$ cat config.mk
export PLATFORM = sky130hd
export DESIGN_NAME = lj_fifo
export DESIGN_NICKNAME = d
export VERILOG_FILES = /design/src/sv/lj_pkg.sv /design/src/sv/lj_fifo.sv
export SDC_FILE = /design/constraint.sdc
export NUM_CORES = 1
export LEC_CHECK = 0
export ABC_AREA = 1
export BUFFER_PORTS_ARGS = -buffer_cell sky130_fd_sc_hd__buf_2
export CORE_MARGIN = 5
export CORE_UTILIZATION = 52
export DETAILED_ROUTE_END_ITERATION = 10
export PLACE_DENSITY_LB_ADDON = 0.05
export SYNTH_ARGS = -nofsm -noshare
export SYNTH_HDL_FRONTEND = slang
export SYNTH_SLANG_ARGS = --single-unit
$ cat constraint.sdc
create_clock -name clk -period 4.55 [get_ports clk]
set_input_delay 0.455 -clock clk [delete_from_list [all_inputs] [get_ports clk]]
set_output_delay 0.455 -clock clk [all_outputs]
set_load 0.02 [all_outputs]
$ cat src/sv/lj_pkg.sv
// shared types, constants and arithmetic helpers of the lennard-jones pair kernel
package lj_pkg;

    localparam int IN_WIDTH     = 32;
    localparam int IN_FRAC_BITS = 16;
    localparam int OUT_WIDTH    = 48;
    localparam int OUT_FRAC     = OUT_WIDTH / 2;
    localparam int EPS_WIDTH    = 32;
    localparam int EPS24_WIDTH  = EPS_WIDTH + 5;
    localparam int E_SHIFT      = IN_FRAC_BITS + 30 - OUT_FRAC;
    localparam int F_SHIFT      = 32 + IN_FRAC_BITS - OUT_FRAC;
    localparam int DIV_STEPS    = 64;
    localparam int FIFO_DEPTH   = 4;
    localparam int FIFO_AW      = $clog2(FIFO_DEPTH);
    localparam int FIFO_CW      = $clog2(FIFO_DEPTH + 1);

    // 2^(-1/3) as unsigned q0.32
    localparam logic [31:0] K_Q32 = 32'd3408917802;
    localparam logic [EPS_WIDTH-1:0] EPS_RESET = 32'd65536;
    localparam logic [OUT_WIDTH-2:0] OUT_MAXMAG = '1;

    typedef enum logic [1:0] {
        KIND_NORMAL,
        KIND_FAR,
        KIND_ZERO_DIST,
        KIND_ZERO_EPS
    } lj_kind_t;

    typedef struct packed {
        lj_kind_t                   kind;
        logic [2:0]                 dneg;
        logic [2:0][IN_WIDTH-1:0]   dmag;
        logic [IN_WIDTH-1:0]        r;
        logic [IN_WIDTH-1:0]        c;
    } lj_req_t;

    typedef struct packed {
        lj_kind_t                   kind;
        logic [2:0]                 dneg;
        logic [2:0][IN_WIDTH-1:0]   dmag;
        logic [IN_WIDTH-1:0]        r;
        logic                       huge;
        logic                       tneg;
        logic                       eneg;
        logic [95:0]                eprod;
    } lj_ctx_t;

    typedef logic [3:0][63:0] lj_pp_t;

    function automatic lj_pp_t mul_pp(input logic [63:0] x, input logic [63:0] y);
        lj_pp_t pp;
        pp[0] = 64'(x[31:0]) * 64'(y[31:0]);
        pp[1] = 64'(x[31:0]) * 64'(y[63:32]);
        pp[2] = 64'(x[63:32]) * 64'(y[31:0]);
        pp[3] = 64'(x[63:32]) * 64'(y[63:32]);
        return pp;
    endfunction

    function automatic logic [127:0] pp_sum(input lj_pp_t pp);
        return {pp[3], 64'd0} + {32'd0, pp[1], 32'd0} + {32'd0, pp[2], 32'd0}
            + {64'd0, pp[0]};
    endfunction

    // q32 rescale, msb of the result is the overflow flag
    function automatic logic [64:0] shr32_sat(input logic [127:0] v);
        if (v[127:96] != 32'd0)
            return {1'b1, 64'hFFFF_FFFF_FFFF_FFFF};
        return {1'b0, v[95:32]};
    endfunction

    function automatic logic [OUT_WIDTH-1:0] encode(input logic neg,
                                                    input logic [OUT_WIDTH-2:0] mag);
        logic [OUT_WIDTH-1:0] m;
        m = {1'b0, mag};
        return neg ? (~m + 1'b1) : m;
    endfunction

endpackage

$ cat src/sv/lj_fifo.sv
// short request queue between front and back end
module lj_fifo (
    input  logic            clk,
    input  logic            rst_n,
    input  logic            push,
    input  lj_pkg::lj_req_t push_data,
    input  logic            pop,
    output logic            not_empty,
    output lj_pkg::lj_req_t pop_data,
    output logic            almost_full
);
    import lj_pkg::*;

    lj_req_t              mem [FIFO_DEPTH];
    logic [FIFO_AW-1:0]   wr_ptr_reg;
    logic [FIFO_AW-1:0]   rd_ptr_reg;
    logic [FIFO_CW-1:0]   count_reg;
    logic                 do_pop;

    assign not_empty   = (count_reg != '0);
    assign do_pop      = pop && not_empty;
    assign pop_data    = mem[rd_ptr_reg];
    assign almost_full = (count_reg >= FIFO_CW'(FIFO_DEPTH - 1));

    always_ff @(posedge clk)
    begin
        if (push)
            mem[wr_ptr_reg] <= push_data;
    end

    always_ff @(posedge clk or negedge rst_n)
    begin
        if (!rst_n)
        begin
            wr_ptr_reg <= '0;
            rd_ptr_reg <= '0;
            count_reg  <= '0;
        end
        else
        begin
            if (push)
                wr_ptr_reg <= wr_ptr_reg + 1'b1;
            if (do_pop)
                rd_ptr_reg <= rd_ptr_reg + 1'b1;
            if (push && !do_pop)
                count_reg <= count_reg + 1'b1;
            else if (!push && do_pop)
                count_reg <= count_reg - 1'b1;
        end
    end

endmodule

==> flow_summary.toml <==
[status]
run_status = "complete, no violations"

[critical_path]
rr_worst_depth = 5
timing_worst_setup_path_type = "reg -> out"
cp_num_buf_inv = 3
critPathMaxFanout = 101
path_cells = "inv_6 -> buf_4 -> o211ai_1 -> nand2_1 -> buf_2"
worst-path-stages = 5
worst_ep_required_time_ps = 4090
worstSetupEndpointType = "primary output"
timing.critical_path.slowest_cell_delay_ps = 850
worstSetupStartpointType = "register"
critical_path_at_ps = 3040
cp-startpoint = "rd_ptr_reg[1]$_DFFE_PN0P_"
cell_with_the_largest_stage_delay_on_the_worst_path = "sky130_fd_sc_hd__inv_6"
timing.reg2reg.setup_slack_ps = 2220
worst_r2r_endpoint = "mem[0][145]$_DFFE_PP_"
regToRegStartpoint = "wr_ptr_reg[0]$_DFFE_PN0P_"
cp_top_family = "buffers and inverters"

[global_route]
grt_most_used_layer = "met2"
groute.layer.met2.usage_pct = 32.6
grt_pass1_wl_um = 87200
maximum_number_of_pins_on_one_net_before_global_route_repair = 145
grt_util_met3_pct = 5.07
antenna_found_initial = 16
grt.overflow.total = 0
via_count_of_the_first_global_routing_pass = 15000
grt.met1_usage_pct = 26.8
grt_use_total_pct = 20.0

[detailed_routing]
detailedRoute.firstIterationViolations = 899
detail-route-antenna-nets = 0
total_number_of_vias = 15600
avgRoutedWirePerCell_um = 18.9
drtPass1Iterations = 5
wirelength_um = 57200
drt_drc_violations_left = 0
vias_per_cell = 5.14

[timing]
report.final.hold_viol_count = 0
rsz_0062_raised_after_global_routing = "no"
report.final.setup_viol = 0
slew_worst_pin_ps = 1030
final_max_slew_viol_count = 0
max_clock_skew_ps = 13.2
tns_ps = 0
period_minus_slack_ps = 3490
max_freq_mhz = 286
final_min_period_over_clock_period_pct = 76.8
relSlewSlack_pct = 31.6

[power_and_ir_drop]
worst_ir_drop_vdd_mv = 0.453
report.power.total_mw = 21.0
power_density_nw_per_um2 = 682
leakagePower_nw = 12.3

[min_path]
worst_hold_path_type = "in -> reg"
hp-start = "push_data[155]"
timing.hold.worst_path_depth = 1
holdPathEnd = "mem[2][155]$_DFFE_PP_"

[clocking]
clk_latency_ps = 590
post_cts.repair.setup_buffers = 0
numClockSinks = 667
cts.root.buffer_cell = "sky130_fd_sc_hd__clkbuf_16"
tritoncts_clock_tree = "yes"
ctsLongestPathBuffers = 3
cts.clk_slew.worst_paths_ps = 60
cts_made_buffers = 69
htree_levels = 3

[synthesis]
ys_types = 17
yosys_warnings = 0
post_synth.cell_area_avg_sq_um = 13.4
number_of_flip_flops_and_latches_in_the_synthesized_netlist = 667
synth_cells = 1981
summed_instance_area_of_the_synthesized_netlist_sq_um = 26500
seq_area_frac_synth_pct = 75.3
syn_nets = 2156

[job]
max_cap_viol_count = 0

[floorplan]
core_region_area_sq_um = 50400
initial_core_util_pct = 52.7
placement_rows = 82
number_of_i_o_pins = 336
die_width_um = 236
die_h_um = 236
floorplan.die_area_sq_um = 55700

[final_layout]
layoutNonFillerInstCount = 3029
layout_area_growth_over_synthesis_pct = 15.8
largest_reg_flops = 660
drive_gt1_share_pct = 19.3
finish.net_count = 2475

[placement]
io_buffers = 335
place_hpwl_um = 34200
routabilityCongestion = 0.843
numPlacedInstances = 2900
[repair_timing]
item / CTS / global route
hold endpoints to repair: 7 / 0
resized for setup: 0 / 0
hold buffers: 1 / 0
[final cells by class]
type | instances | area [sq um]
antenna | 9 | 22.5
clock buffer | 87 | 1880
clock inverter | 32 | 201
fill | 3946 | 19600
inverter | 345 | 1330
multi-input combinational | 858 | 4540
sequential | 667 | 20000
tap | 672 | 841
timing repair buffer | 359 | 1930
[worst max-delay path by stage]
stage | end
detailed placement | pop_data[150]
CTS | pop_data[150]
global route | pop_data[143]
floorplan | mem[1][0]$_DFFE_PP_
global placement | pop_data[145]
finish | pop_data[133]
[Yosys cell counts (all sizes together)]
master | count | share of area, %
o211ai | 330 | 9.3
xnor2 | 1 | 0.033
inv | 345 | 4.9
nand2 | 512 | 7.2
xor2 | 1 | 0.033
fa | 1 | 0.075
o21ai | 3 | 0.057
nand3 | 4 | 0.075
clkbuf | 42 | 0.59
ha | 5 | 0.24
buf | 69 | 2.1
edfxtp | 660 | 75
nand4 | 1 | 0.024
dfrtp | 7 | 0.66
[cells by family (layout without fill, tap and decap cells)]
family,after synthesis,in the layout,share of synthesized area [%]
DFF,667,667,75.3
buffers and inverters,456,823,7.58
and+or+nand+nor,517,517,7.34
xor gates and xnor gates,2,2,0.0660
adders and majority gates,6,6,0.311
other,0,9,0
AOI/OAI and AO/OA,333,333,9.39
[through the flow]
step	cell area (sq um)	util, %	hold WS [ps]	setup WS [ps]
5_1_grt	30700	61.0	48.5	852
6_report	30700	61.0	82.4	1060
3_5_place_dp	28600	56.8	317	1620
3_3_place_gp	28600	56.8	318	1640
2_1_floorplan	26500	-	159	96.8
4_1_cts	30700	61.0	39.9	981
[worst reg2reg max path: stages, from the launching register on]
cell and delay, ps:
sky130_fd_sc_hd__dfrtp_1 420, sky130_fd_sc_hd__inv_1 110, sky130_fd_sc_hd__ha_1 150, sky130_fd_sc_hd__nand2_1 100, sky130_fd_sc_hd__inv_6 710, sky130_fd_sc_hd__buf_4 500
[layer usage]
metal / wire length, um / part of all wire [%]
met5: 105 / 0.18
met4: 1580 / 2.8
met1: 24000 / 42
met3: 3500 / 6.1
met2: 27900 / 49
[cell usage in the layout, fill, tap and decap left out, types with 3 or more instances in the layout]
cell / n
sky130_fd_sc_hd__o211ai_1: 330
sky130_fd_sc_hd__clkbuf_1: 14
sky130_fd_sc_hd__nand2_1: 512
sky130_fd_sc_hd__o21ai_0: 3
sky130_fd_sc_hd__buf_2: 335
sky130_fd_sc_hd__clkinvlp_4: 4
sky130_fd_sc_hd__clkbuf_16: 73
sky130_fd_sc_hd__dfrtp_1: 6
sky130_fd_sc_hd__inv_1: 339
sky130_fd_sc_hd__nand3_1: 4
sky130_fd_sc_hd__ha_1: 5
sky130_fd_sc_hd__edfxtp_1: 660
sky130_fd_sc_hd__buf_12: 6
sky130_fd_sc_hd__buf_4: 17
sky130_fd_sc_hd__diode_2: 9
sky130_fd_sc_hd__clkinv_2: 7
sky130_fd_sc_hd__inv_6: 6
sky130_fd_sc_hd__clkinv_1: 18
[report_power, final]
| part | switching, mW | internal (mW) |
|---|---|---|
| Clock | 2.19 | 3.02 |
| Sequential | 0.330 | 8.03 |
| Combinational | 5.33 | 2.05 |
No activity file was read; power rests on OpenSTA's default activity.
